### src/design/lcg_pkg.sv
package lcg_pkg;

  localparam int WORD_W     = 64;
  localparam int OUT_W      = 63;
  localparam int CFG_IDX_W  = 2;
  localparam int STEP_CNT_W = $clog2(WORD_W);

  localparam logic [WORD_W-1:0] TOP_MOD = {1'b1, {(WORD_W-1){1'b0}}};

  // Configuration register indexes.
  typedef enum logic [CFG_IDX_W-1:0] {
    REG_MULT = 2'd0,
    REG_INCR = 2'd1,
    REG_MOD  = 2'd2,
    REG_SEED = 2'd3
  } cfg_reg_t;

  // Commands from the controller to the datapath.
  typedef struct packed {
    logic load;
    logic reduce_step;
    logic mult_step;
    logic finish;
  } dp_cmd_t;

  // Status from the datapath to the controller.
  typedef struct packed {
    logic mult_done;
  } dp_status_t;

endpackage

### src/design/lcg_ctrl.sv
module lcg_ctrl (
  input  logic                clk,
  input  logic                rst,
  input  logic                in_valid,
  output logic                in_ready,
  output logic                out_valid,
  input  logic                out_ready,
  output lcg_pkg::dp_cmd_t    cmd,
  input  lcg_pkg::dp_status_t status
);
  import lcg_pkg::*;

  typedef enum logic [2:0] {
    S_IDLE,
    S_REDUCE,
    S_MULT,
    S_FINISH
  } state_t;

  localparam logic [STEP_CNT_W-1:0] LAST_STEP = STEP_CNT_W'(WORD_W - 1);

  state_t                state;
  logic [STEP_CNT_W-1:0] step_cnt;
  logic                  out_free;

  assign out_free = !out_valid || out_ready;
  assign in_ready = (state == S_IDLE);

  always_comb begin
    cmd = '0;
    case (state)
      S_IDLE:   cmd.load        = in_valid;
      S_REDUCE: cmd.reduce_step = 1'b1;
      S_MULT:   cmd.mult_step   = !status.mult_done;
      S_FINISH: cmd.finish      = out_free;
      default:  cmd = '0;
    endcase
  end

  always_ff @(posedge clk) begin
    if (rst) begin
      state     <= S_IDLE;
      step_cnt  <= '0;
      out_valid <= 1'b0;
    end else begin
      if (out_valid && out_ready) begin
        out_valid <= 1'b0;
      end
      case (state)
        S_IDLE: begin
          if (in_valid) begin
            step_cnt <= '0;
            state    <= S_REDUCE;
          end
        end
        S_REDUCE: begin
          step_cnt <= step_cnt + 1'b1;
          if (step_cnt == LAST_STEP) begin
            state <= S_MULT;
          end
        end
        S_MULT: begin
          if (status.mult_done) begin
            state <= S_FINISH;
          end
        end
        S_FINISH: begin
          if (out_free) begin
            out_valid <= 1'b1;
            state     <= S_IDLE;
          end
        end
        default: state <= S_IDLE;
      endcase
    end
  end

endmodule

### src/design/lcg_dp.sv
module lcg_dp (
  input  logic                                  clk,
  input  logic                                  rst,
  input  logic                                  cfg_wr_en,
  input  logic [lcg_pkg::CFG_IDX_W-1:0]         cfg_addr,
  input  logic [lcg_pkg::WORD_W-1:0]            cfg_wdata,
  input  logic                                  restart,
  input  lcg_pkg::dp_cmd_t                      cmd,
  output lcg_pkg::dp_status_t                   status,
  output logic [lcg_pkg::OUT_W-1:0]             rand_out
);
  import lcg_pkg::*;

  logic [WORD_W-1:0] mult_value;
  logic [WORD_W-1:0] incr_value;
  logic [WORD_W-1:0] mod_value;
  logic [WORD_W-1:0] start_seed;

  logic [WORD_W-1:0] cur_seed;
  logic              seeded;

  logic [WORD_W-1:0] modulus;
  logic [WORD_W-1:0] mul;
  logic [WORD_W-1:0] incr_sh;
  logic [WORD_W-1:0] seed_sh;
  logic [WORD_W-1:0] acc;
  logic [WORD_W-1:0] s;

  logic [WORD_W-1:0] mod_eff;
  logic [WORD_W-1:0] acc_shift;
  logic [WORD_W-1:0] s_shift;
  logic [WORD_W-1:0] acc_sum;
  logic [WORD_W-1:0] s_dbl;
  logic [WORD_W-1:0] acc_red_next;
  logic [WORD_W-1:0] s_red_next;
  logic [WORD_W-1:0] acc_mul_next;
  logic [WORD_W-1:0] s_mul_next;

  // A zero or oversized modulus means the full 2^63 range.
  assign mod_eff = (mod_value == '0 || mod_value > TOP_MOD) ? TOP_MOD : mod_value;

  // Both acc and s stay below the modulus, so their top bit is free and no
  // sum or doubling overflows the word.
  assign acc_shift    = {acc[WORD_W-2:0], incr_sh[WORD_W-1]};
  assign s_shift      = {s[WORD_W-2:0], seed_sh[WORD_W-1]};
  assign acc_red_next = (acc_shift >= modulus) ? acc_shift - modulus : acc_shift;
  assign s_red_next   = (s_shift >= modulus) ? s_shift - modulus : s_shift;

  assign acc_sum      = acc + s;
  assign s_dbl        = {s[WORD_W-2:0], 1'b0};
  assign acc_mul_next = (acc_sum >= modulus) ? acc_sum - modulus : acc_sum;
  assign s_mul_next   = (s_dbl >= modulus) ? s_dbl - modulus : s_dbl;

  assign status.mult_done = (mul == '0);

  always_ff @(posedge clk) begin
    if (rst) begin
      mult_value <= '0;
      incr_value <= '0;
      mod_value  <= TOP_MOD;
      start_seed <= '0;
      seeded     <= 1'b0;
    end else begin
      if (cfg_wr_en) begin
        case (cfg_addr)
          REG_MULT: mult_value <= cfg_wdata;
          REG_INCR: incr_value <= cfg_wdata;
          REG_MOD:  mod_value  <= cfg_wdata;
          REG_SEED: start_seed <= cfg_wdata;
          default:  mult_value <= mult_value;
        endcase
      end
      if (cmd.load) begin
        seeded <= 1'b1;
      end
    end
  end

  always_ff @(posedge clk) begin
    if (cmd.load) begin
      modulus <= mod_eff;
      mul     <= mult_value;
      incr_sh <= incr_value;
      seed_sh <= (restart || !seeded) ? start_seed : cur_seed;
      acc     <= '0;
      s       <= '0;
    end else if (cmd.reduce_step) begin
      acc     <= acc_red_next;
      s       <= s_red_next;
      incr_sh <= {incr_sh[WORD_W-2:0], 1'b0};
      seed_sh <= {seed_sh[WORD_W-2:0], 1'b0};
    end else if (cmd.mult_step) begin
      if (mul[0]) begin
        acc <= acc_mul_next;
      end
      s   <= s_mul_next;
      mul <= {1'b0, mul[WORD_W-1:1]};
    end
    if (cmd.finish) begin
      cur_seed <= acc;
      rand_out <= acc[OUT_W-1:0];
    end
  end

endmodule

### src/design/lcg_modular_shift_add.sv
// Linear congruential generator with an arbitrary modulus. Each accepted
// item returns one result item, the next seed (incr + mult * seed) mod m,
// where m is the written modulus, or 2^63 when the modulus is zero or above
// 2^63. An item with restart set, and the first item after reset, starts
// from the start seed. Work on an item runs in two phases on the same pair
// of 64-bit registers. First the adder and the seed are reduced modulo m,
// one bit per cycle over all 64 bits, by shift and conditional subtract.
// Then the product is built by shift-and-add, one multiplier bit per cycle
// from the least significant end, stopping as soon as the remaining
// multiplier bits are zero, and the result is then registered. The block
// takes the next item in the cycle after the result is registered, so it
// does not accept a new item before it is through with the last one. The
// result sits in an output register, so a new item is accepted while an
// earlier result still waits; the finish of that new item waits only if
// the old result has still not been taken.
// Configuration registers are written through a plain write port and must
// only change while no item is in flight.
module lcg_modular_shift_add (
  input  logic                          clk,
  input  logic                          rst,
  input  logic                          cfg_wr_en,
  input  logic [lcg_pkg::CFG_IDX_W-1:0] cfg_addr,
  input  logic [lcg_pkg::WORD_W-1:0]    cfg_wdata,
  input  logic                          in_valid,
  output logic                          in_ready,
  input  logic                          restart,
  output logic                          out_valid,
  input  logic                          out_ready,
  output logic [lcg_pkg::OUT_W-1:0]     rand_out
);
  import lcg_pkg::*;

  dp_cmd_t    cmd;
  dp_status_t status;

  // The controller sequences load, reduction, multiplication and finish.
  lcg_ctrl u_ctrl (
    .clk       (clk),
    .rst       (rst),
    .in_valid  (in_valid),
    .in_ready  (in_ready),
    .out_valid (out_valid),
    .out_ready (out_ready),
    .cmd       (cmd),
    .status    (status)
  );

  // The datapath holds the configuration, the seed state and the separate
  // compare-and-subtract lanes of the two phases.
  lcg_dp u_dp (
    .clk       (clk),
    .rst       (rst),
    .cfg_wr_en (cfg_wr_en),
    .cfg_addr  (cfg_addr),
    .cfg_wdata (cfg_wdata),
    .restart   (restart),
    .cmd       (cmd),
    .status    (status),
    .rand_out  (rand_out)
  );

endmodule

### config.mk
export PLATFORM = sky130hd
export DESIGN_NAME = lcg_modular_shift_add
export DESIGN_NICKNAME = d
export VERILOG_FILES = /design/src/design/lcg_pkg.sv /design/src/design/lcg_ctrl.sv /design/src/design/lcg_dp.sv /design/src/design/lcg_modular_shift_add.sv
export SDC_FILE = /design/constraint.sdc
export NUM_CORES = 2
export LEC_CHECK = 0
export BUFFER_PORTS_ARGS = -buffer_cell sky130_fd_sc_hd__clkbuf_2
export CELL_PAD_IN_SITES_DETAIL_PLACEMENT = 0
export CELL_PAD_IN_SITES_GLOBAL_PLACEMENT = 1
export CORE_AREA = 2 2 349 351
export CTS_CLUSTER_SIZE = 24
export DETAILED_ROUTE_END_ITERATION = 12
export DIE_AREA = 0 0 351 353
export HOLD_SLACK_MARGIN = 0.08
export PLACE_DENSITY = 0.74
export RECOVER_POWER = 50
export SYNTH_ARGS = -nofsm -noshare
export SYNTH_HDL_FRONTEND = slang
export SYNTH_SLANG_ARGS = --single-unit
### constraint.sdc
create_clock -name clk -period 5 [get_ports clk]
set_input_delay 1 -clock clk [delete_from_list [all_inputs] [get_ports clk]]
set_output_delay 1 -clock clk [all_outputs]
set_load 0.05 [all_outputs]
== Word level (Yosys, flattened, before mapping) ==
Index checks and enable logic that the tools add are counted.

* Logic and storage cells: 94
* Bits in registers: 778
* Input bits: 72
* Output and inout port bits: 65

* Equal/unequal tests: 12
* Mux-type cells: 31
* Add/sub/neg operators: 6
* Magnitude comparators: 5
* Reduce and logical (&&, ||, !) cells: 24

{| class="wikitable"
|+ Operators with widths
! kind !! number
|-
| 64-bit two-way mux || 17
|-
| 64-bit greater-or-equal comparator || 4
|-
| 64-bit subtractor || 4
|-
| 64-bit logical NOT || 2
|-
| 64-bit adder || 1
|-
| 64-bit greater-than comparator (second input constant) || 1
|-
| 2-bit AND reduction || 7
|-
| 3-bit two-way mux || 4
|-
| 3-bit one-hot mux with 4 select lines || 1
|-
| 6-bit one-hot mux with 2 select lines || 1
|-
| 2-bit nonzero test || 5
|-
| 2-bit by 1-bit inequality test with 1-bit output (second input constant) || 4
|-
| 1-bit two-way mux || 7
|-
| 6-bit by 1-bit adder with 6-bit output (second input constant) || 1
|-
| 3-bit by 2-bit == test with 1-bit output (second input constant) || 2
|-
| 6-bit == test (second input constant) || 1
|-
| 6-bit two-way mux || 1
|-
| 2-bit == test (second input constant) || 2
|-
| 4-bit AND reduction || 1
|-
| 3-bit by 1-bit == test with 1-bit output (second input constant) || 1
|-
| 1-bit logical NOT || 3
|-
| 3-bit logical NOT || 1
|-
| 1-bit logical OR || 3
|-
| 2-bit by 1-bit == test with 1-bit output (second input constant) || 1
|-
| 3 further kinds || 3
|}

== Longest topological paths before layout ==
* Depth after elaboration: 6
* Gate-level depth with buffers: 26

== Hierarchy ==
From an unflattened synthesis, not the netlist that was laid out.

* Cells, all modules: 5,699
* Area, all modules: 47,581.9 µm²

{| class="wikitable"
|+ By module, submodules not included
! module !! cells each !! area each (µm²) !! sequential area each (µm²) !! instances
|-
| lcg_dp || 5,637 || 47,061.4 || 17,316.6 || 1
|-
| lcg_ctrl || 62 || 520.5 || 180.2 || 1
|}

== Least setup slack after synthesis ==
OpenSTA, ideal clock, no wires.

* Path kind: reg2reg
* From: register u_dp.s[0]
* To: register u_dp.acc[26]
* Data arrival time: 5,457 ps
* Stages on the path, launching flop included: 26
* Required time: 4,930 ps
* Path buffers: 3
* Period minus slack after synthesis: 5,527 ps
* Path slack: -527 ps
* Path through: dfxtp_1 -> ha_1 -> fa_1 -> a211oi_1 -> nor4_1 -> o21ai_0 -> a31oi_1 -> a21oi_1 -> o211ai_1 -> a221o_1 -> a31oi_1 -> xnor2_1 -> ha_1 -> clkbuf_1 -> a21o_1 -> a21oi_1 -> o21ai_0 -> a2111oi_0 -> o22a_1 -> o31a_1 -> clkbuf_1 -> clkbuf_1 -> nand2_1 -> o211ai_1 -> nand3_1 -> a21oi_1

* Longest elaborated chain between the ends: 6
* Elaborated cells on any way between the ends: 7
* Those cells by class: add/sub: 2; order compare: 1; mux: 4

{| class="wikitable"
|+ Ends and longest elaborated chain
! what !! line !! source
|-
| from (decl) || lcg_dp.sv:27 || <nowiki>logic [WORD_W-1:0] s;</nowiki>
|-
| from (signal assigned) || lcg_dp.sv:89 || <nowiki>s <= s_red_next;</nowiki>
|-
| from (signal assigned) || lcg_dp.sv:96 || <nowiki>s <= s_mul_next;</nowiki>
|-
| 64-bit adder * || lcg_dp.sv:49 || <nowiki>assign acc_sum = acc + s;</nowiki>
|-
| 64-bit subtractor or 64-bit greater-or-equal comparator (tied branches) || lcg_dp.sv:51 || <nowiki>assign acc_mul_next = (acc_sum >= modulus) ? acc_sum - modulus : acc_sum;</nowiki>
|-
| 64-bit two-way mux * || lcg_dp.sv:51 ||
|-
| 64-bit two-way mux * || lcg_dp.sv:93 || <nowiki>if (mul[0]) begin</nowiki>
|-
| 64-bit two-way mux * || lcg_dp.sv:92 || <nowiki>end else if (cmd.mult_step) begin</nowiki>
|-
| 64-bit two-way mux * || lcg_dp.sv:87 || <nowiki>end else if (cmd.reduce_step) begin</nowiki>
|-
| to (signal assigned) || lcg_dp.sv:88 || <nowiki>acc <= acc_red_next;</nowiki>
|-
| to (signal assigned) || lcg_dp.sv:94 || <nowiki>acc <= acc_mul_next;</nowiki>
|-
| to (decl) || lcg_dp.sv:26 || <nowiki>logic [WORD_W-1:0] acc;</nowiki>
|}

Every way passes the cells marked *; elsewhere a longest branch is shown, timed or not. The select of a mux whose other input is x is not followed.
A chain may end at the register's enable or synchronous reset.

== Final worst setup path ==
* From: register u_dp.acc[0]
* To: register u_dp.acc[60]

* Longest elaborated chain between the ends: 6
* Elaborated cells on any way between the ends: 10
* Those cells by class: add/sub: 3; order compare: 2; mux: 5

{| class="wikitable"
|+ Ends and longest elaborated chain
! what !! line
|-
| 64-bit adder || lcg_dp.sv:49
|-
| 64-bit subtractor or 64-bit greater-or-equal comparator (tied branches) || lcg_dp.sv:51
|-
| 64-bit two-way mux || lcg_dp.sv:51
|-
| 64-bit two-way mux || lcg_dp.sv:93
|-
| 64-bit two-way mux || lcg_dp.sv:92
|-
| 64-bit two-way mux * || lcg_dp.sv:87
|}

Marks and branches as above.

==> flow_summary_export.csv <==
group,metric,value,unit
die,initial_core_util,39.5,%
route,first_pass_iters,6,
worst_setup_path,path_common_cell,"buf_4",
worst_setup_path,critical-path-max-stage-delay,0.39,ns
placed_design,dp_hpwl,141000,um
sta,setup_viol,64,
cts,numClockSinks,714,
worst_setup_path,r2r_cells,24,
sta,max_freq,186,MHz
cts,htree_levels,3,
cts,clock_path_buffers,3,
sta,drv_slew,329,
route,drc,0,
logic_synthesis,async_flop_share,0,%
sta,min_period_over_period,108,%
route,wirelength,185000,um
grt,antenna_found_initial,6,
worst_setup_path,setup.worst_path.end,"u_dp.acc[60]$_SDFFE_PP0P_",
logic_synthesis,ys_warn_count,0,
power_and_ir_drop,power_density,781,nW/um^2
sta,finalClockSkew,0.0357,ns
final_layout,area_growth,20.6,%
sta,holdWs,0.452,ns
grt,grt_pass1_vias,43962,
die,dieArea,124000,um^2
placed_design,io_buffer_count,136,
die,core,121000,um^2
grt,grt_usage,28.9,%
sta,finalSetupTns,-17.19,ns
worst_setup_path,regToRegEndpoint,"u_dp.acc[60]$_SDFFE_PP0P_",
worst_setup_path,worstPathRequired,5.57,ns
logic_synthesis,seq_area_frac_synth,36.7,%
logic_synthesis,synthesis.area,47700,um^2
placed_design,globalplace.congestion,1.02,
power_and_ir_drop,vdd_drop_max,499,uV
worst_setup_path,criticalPathCategory,"flop to flop",
sta,rsz0062_at_grt,"yes",
grt,grt_pass1_wl,273000,um
worst_setup_path,worst-path-stages,24,
final_layout,drive_gt1_share,15.7,%
final_layout,nFillCells,12082,
sta,setup_ws,-0.379,ns
logic_synthesis,yosysMostFrequentCell,"nand2_1",
worst_setup_path,path_delay_family,"compound AO/OA/AOI/OAI gates",
worst_setup_path,path_cells,"ha_4 -> fa_2 -> a211oi_4 -> nor4_4 -> buf_4 -> o21ai_4 -> a31oi_4 -> a21oi_4 -> o211ai_1 -> a221o_1 -> a31oi_1 -> xnor2_1 -> ha_1 -> a21o_1 -> a21oi_2 -> o21ai_1 -> a2111oi_2 -> o22a_1 -> buf_4 -> o31a_4 -> buf_6 -> nor3_2 -> mux2_4 -> o31ai_2",
cts,cts_root_buf,"clkbuf_16",
die,num_io_pins,137,
final_layout,fin_nets,6938,
status,outcome,"complete, but fails checks",
worst_setup_path,slowest_stage,"fa_2",
worst_setup_path,cp-end-kind,"flop",
grt,gr-total-overflow,0,
logic_synthesis,yosys-top-cells-count,"1430 x nand2_1, 807 x a21oi_1, 451 x o21ai_0",
grt,grt_max_degree,169,
logic_synthesis,synth_nets,6433,
worst_setup_path,crit_fanout,8,
logic_synthesis,synth-edff-count,320,
route,final_antenna_net_count,0,
die,row_count,128,
worst_setup_path,crit_buf_inv,3,
min_path,hold_path_class,"flop to flop",
power_and_ir_drop,p_total,44.9,mW
worst_setup_path,r2r_slack,-0.38,ns
logic_synthesis,synthDistinctLibCells,89,
flow_run,maxCapViolations,3,
route,avgRoutedWirePerCell,22.4,um
logic_synthesis,yosys_most_used_dff,"dfxtp_1",
power_and_ir_drop,p_leak,23.0,nW
sta,hold_viol,0,
route,routed_via_density,5.67,
worst_setup_path,crit_arrival,5.94,ns
logic_synthesis,synth_cells,6094,
die,die_h,353,um
placed_design,place_ws,-0.968,ns
cts,path_clk_slew,0.07,ns
worst_setup_path,r2r-start,"u_dp.acc[0]$_SDFFE_PP0P_",
cts,cts_tree,"built",
logic_synthesis,avgSynthCellArea,7.82,um^2
sta,finalCriticalPeriod,5.38,ns
die,die_width,351,um
worst_setup_path,setup.worst_path.start,"u_dp.acc[0]$_SDFFE_PP0P_",
sta,worst_slew_pin_slew,3.05,ns
cts,cts_buffers,79,
status,violations,"capacitance limit, slew limit, setup timing",
logic_synthesis,yosys-top-cells-area,"edfxtp_1 20%, dfxtp_1 17%, nand2_1 11%, a21oi_1 8.5%, ha_1 6.9%",
logic_synthesis,ys_ff_latch,714,
logic_synthesis,yosysTopAreaCell,"edfxtp_1",
cts,clk_latency,0.67,ns
route,num_vias,46976,
sta,max-slew-margin-rel,-103,%
logic_synthesis,synth_top_area_share,20.2,%
route,drt_iter0_drc,4137,
worst_setup_path,worstSetupStartpointType,"flop",
## registers in the layout (all words and copies together), names as in the netlist
register          cells
u_dp.mod_value       64
u_ctrl.state          2
u_ctrl.out_valid      1
u_dp.mul             64
u_dp.s               64
u_ctrl.step_cnt       6
u_dp.mult_value      64
u_dp.seeded           1
u_dp.start_seed      64
u_dp.cur_seed         2
u_dp.incr_value      64
u_dp.rand_out        62
u_dp.seed_sh         64
u_dp.incr_sh         64
u_dp.modulus         64
u_dp.acc             64
## worst min-delay path by stage
stage | start | to | slack, ns | cells after the start
after global placement | u_dp.start_seed[30]$_SDFFE_PP0P_ | u_dp.start_seed[30]$_SDFFE_PP0P_ | 0.44 | 2
after detailed placement | u_dp.start_seed[27]$_SDFFE_PP0P_ | u_dp.start_seed[27]$_SDFFE_PP0P_ | 0.45 | 2
final | u_dp.mult_value[43]$_SDFFE_PP0P_ | u_dp.mult_value[43]$_SDFFE_PP0P_ | 0.45 | 2
after floorplan | u_dp.incr_value[0]$_SDFFE_PP0P_ | u_dp.incr_value[0]$_SDFFE_PP0P_ | 0.43 | 2
after global routing | u_dp.incr_value[14]$_SDFFE_PP0P_ | u_dp.incr_value[14]$_SDFFE_PP0P_ | 0.47 | 2
after CTS | u_dp.start_seed[39]$_SDFFE_PP0P_ | u_dp.start_seed[39]$_SDFFE_PP0P_ | 0.45 | 2
## stage by stage
step           util (%)  cell area (um^2)  cells
2_1_floorplan         -             47700   6094
3_3_place_gp       44.7             53800   8096
3_5_place_dp       44.7             53800   8096
4_1_cts            47.6             57400   8275
5_1_grt            47.7             57500   8291
6_report           47.7             57500   8292
## routing by layer
metal	track usage (%)	share of wire [%]	up-vias	routed length [um]
met5	0	0.011	-	21
met4	11.1	4.0	4	7410
met3	3.08	6.2	306	11400
met2	44.5	44	1607	82100
met1	41.3	46	22432	84400
li1	-	-	22627	-
## layout make-up
type	count	area (um^2)	share of cell area, %
Clock inverter	33	442	0.768
Antenna cell	1	2.50	0.00435
Tap cell	1625	2030	3.54
Clock buffer	115	2330	4.05
Multi-Input combinational cell	4784	28500	49.6
Timing Repair Buffer	845	5990	10.4
Sequential cell	714	17500	30.4
Inverter	175	658	1.14
## report_power, final
part / switching [mW] / total, mW / internal (mW)
Sequential: 0.973 / 9.12 / 8.14
Combinational: 17.7 / 29.6 / 11.9
Clock: 2.57 / 6.25 / 3.68
Total: 21.2 / 44.9 / 23.7
## kinds of logic after synthesis
kind of cell    count (synthesis)  share of synthesized area [%]
simple gates                 2261                           20.4
compound gates               1893                           23.7
flops                         714                           36.7
buf+inv                       596                           5.25
xor+xnor                      276                           5.07
fa+ha+maj                     267                           7.08
mux                            87                           1.84
## worst min-delay path: stages (launching register included)
cell and delay [ns]:
dfxtp_1 0.31, nand2_1 0.05, a21oi_1 0.05
## repair_timing
action / 4_1_cts / 5_1_grt
hold buffers: 0 / 0
pin swaps: 57 / 51
buffers inserted: 32 / 13
cloned: 2 / 3
endpoints found under the setup margin: 64 / 64
resized for setup: 130 / 60
hold endpoints to repair: 0 / 0
## layout by cell type, fill, tap and decap left out, types with 39 or more instances in the layout
cell / instances
a21o_1: 83
clkbuf_16: 86
edfxtp_1: 320
a21oi_1: 782
clkbuf_1: 141
nand2_1: 1423
nand4_1: 108
mux2i_1: 83
nor3_1: 57
xnor2_1: 165
nor4_1: 43
xor2_1: 105
ha_1: 249
dfxtp_1: 387
o21bai_1: 84
o211ai_1: 64
nor2_1: 292
o21ai_0: 425
inv_1: 172
o21a_1: 45
a211oi_1: 39
and2_1: 76
clkbuf_2: 75
buf_4: 616
nand3_1: 60
No activity file was read; power rests on OpenSTA's default activity.
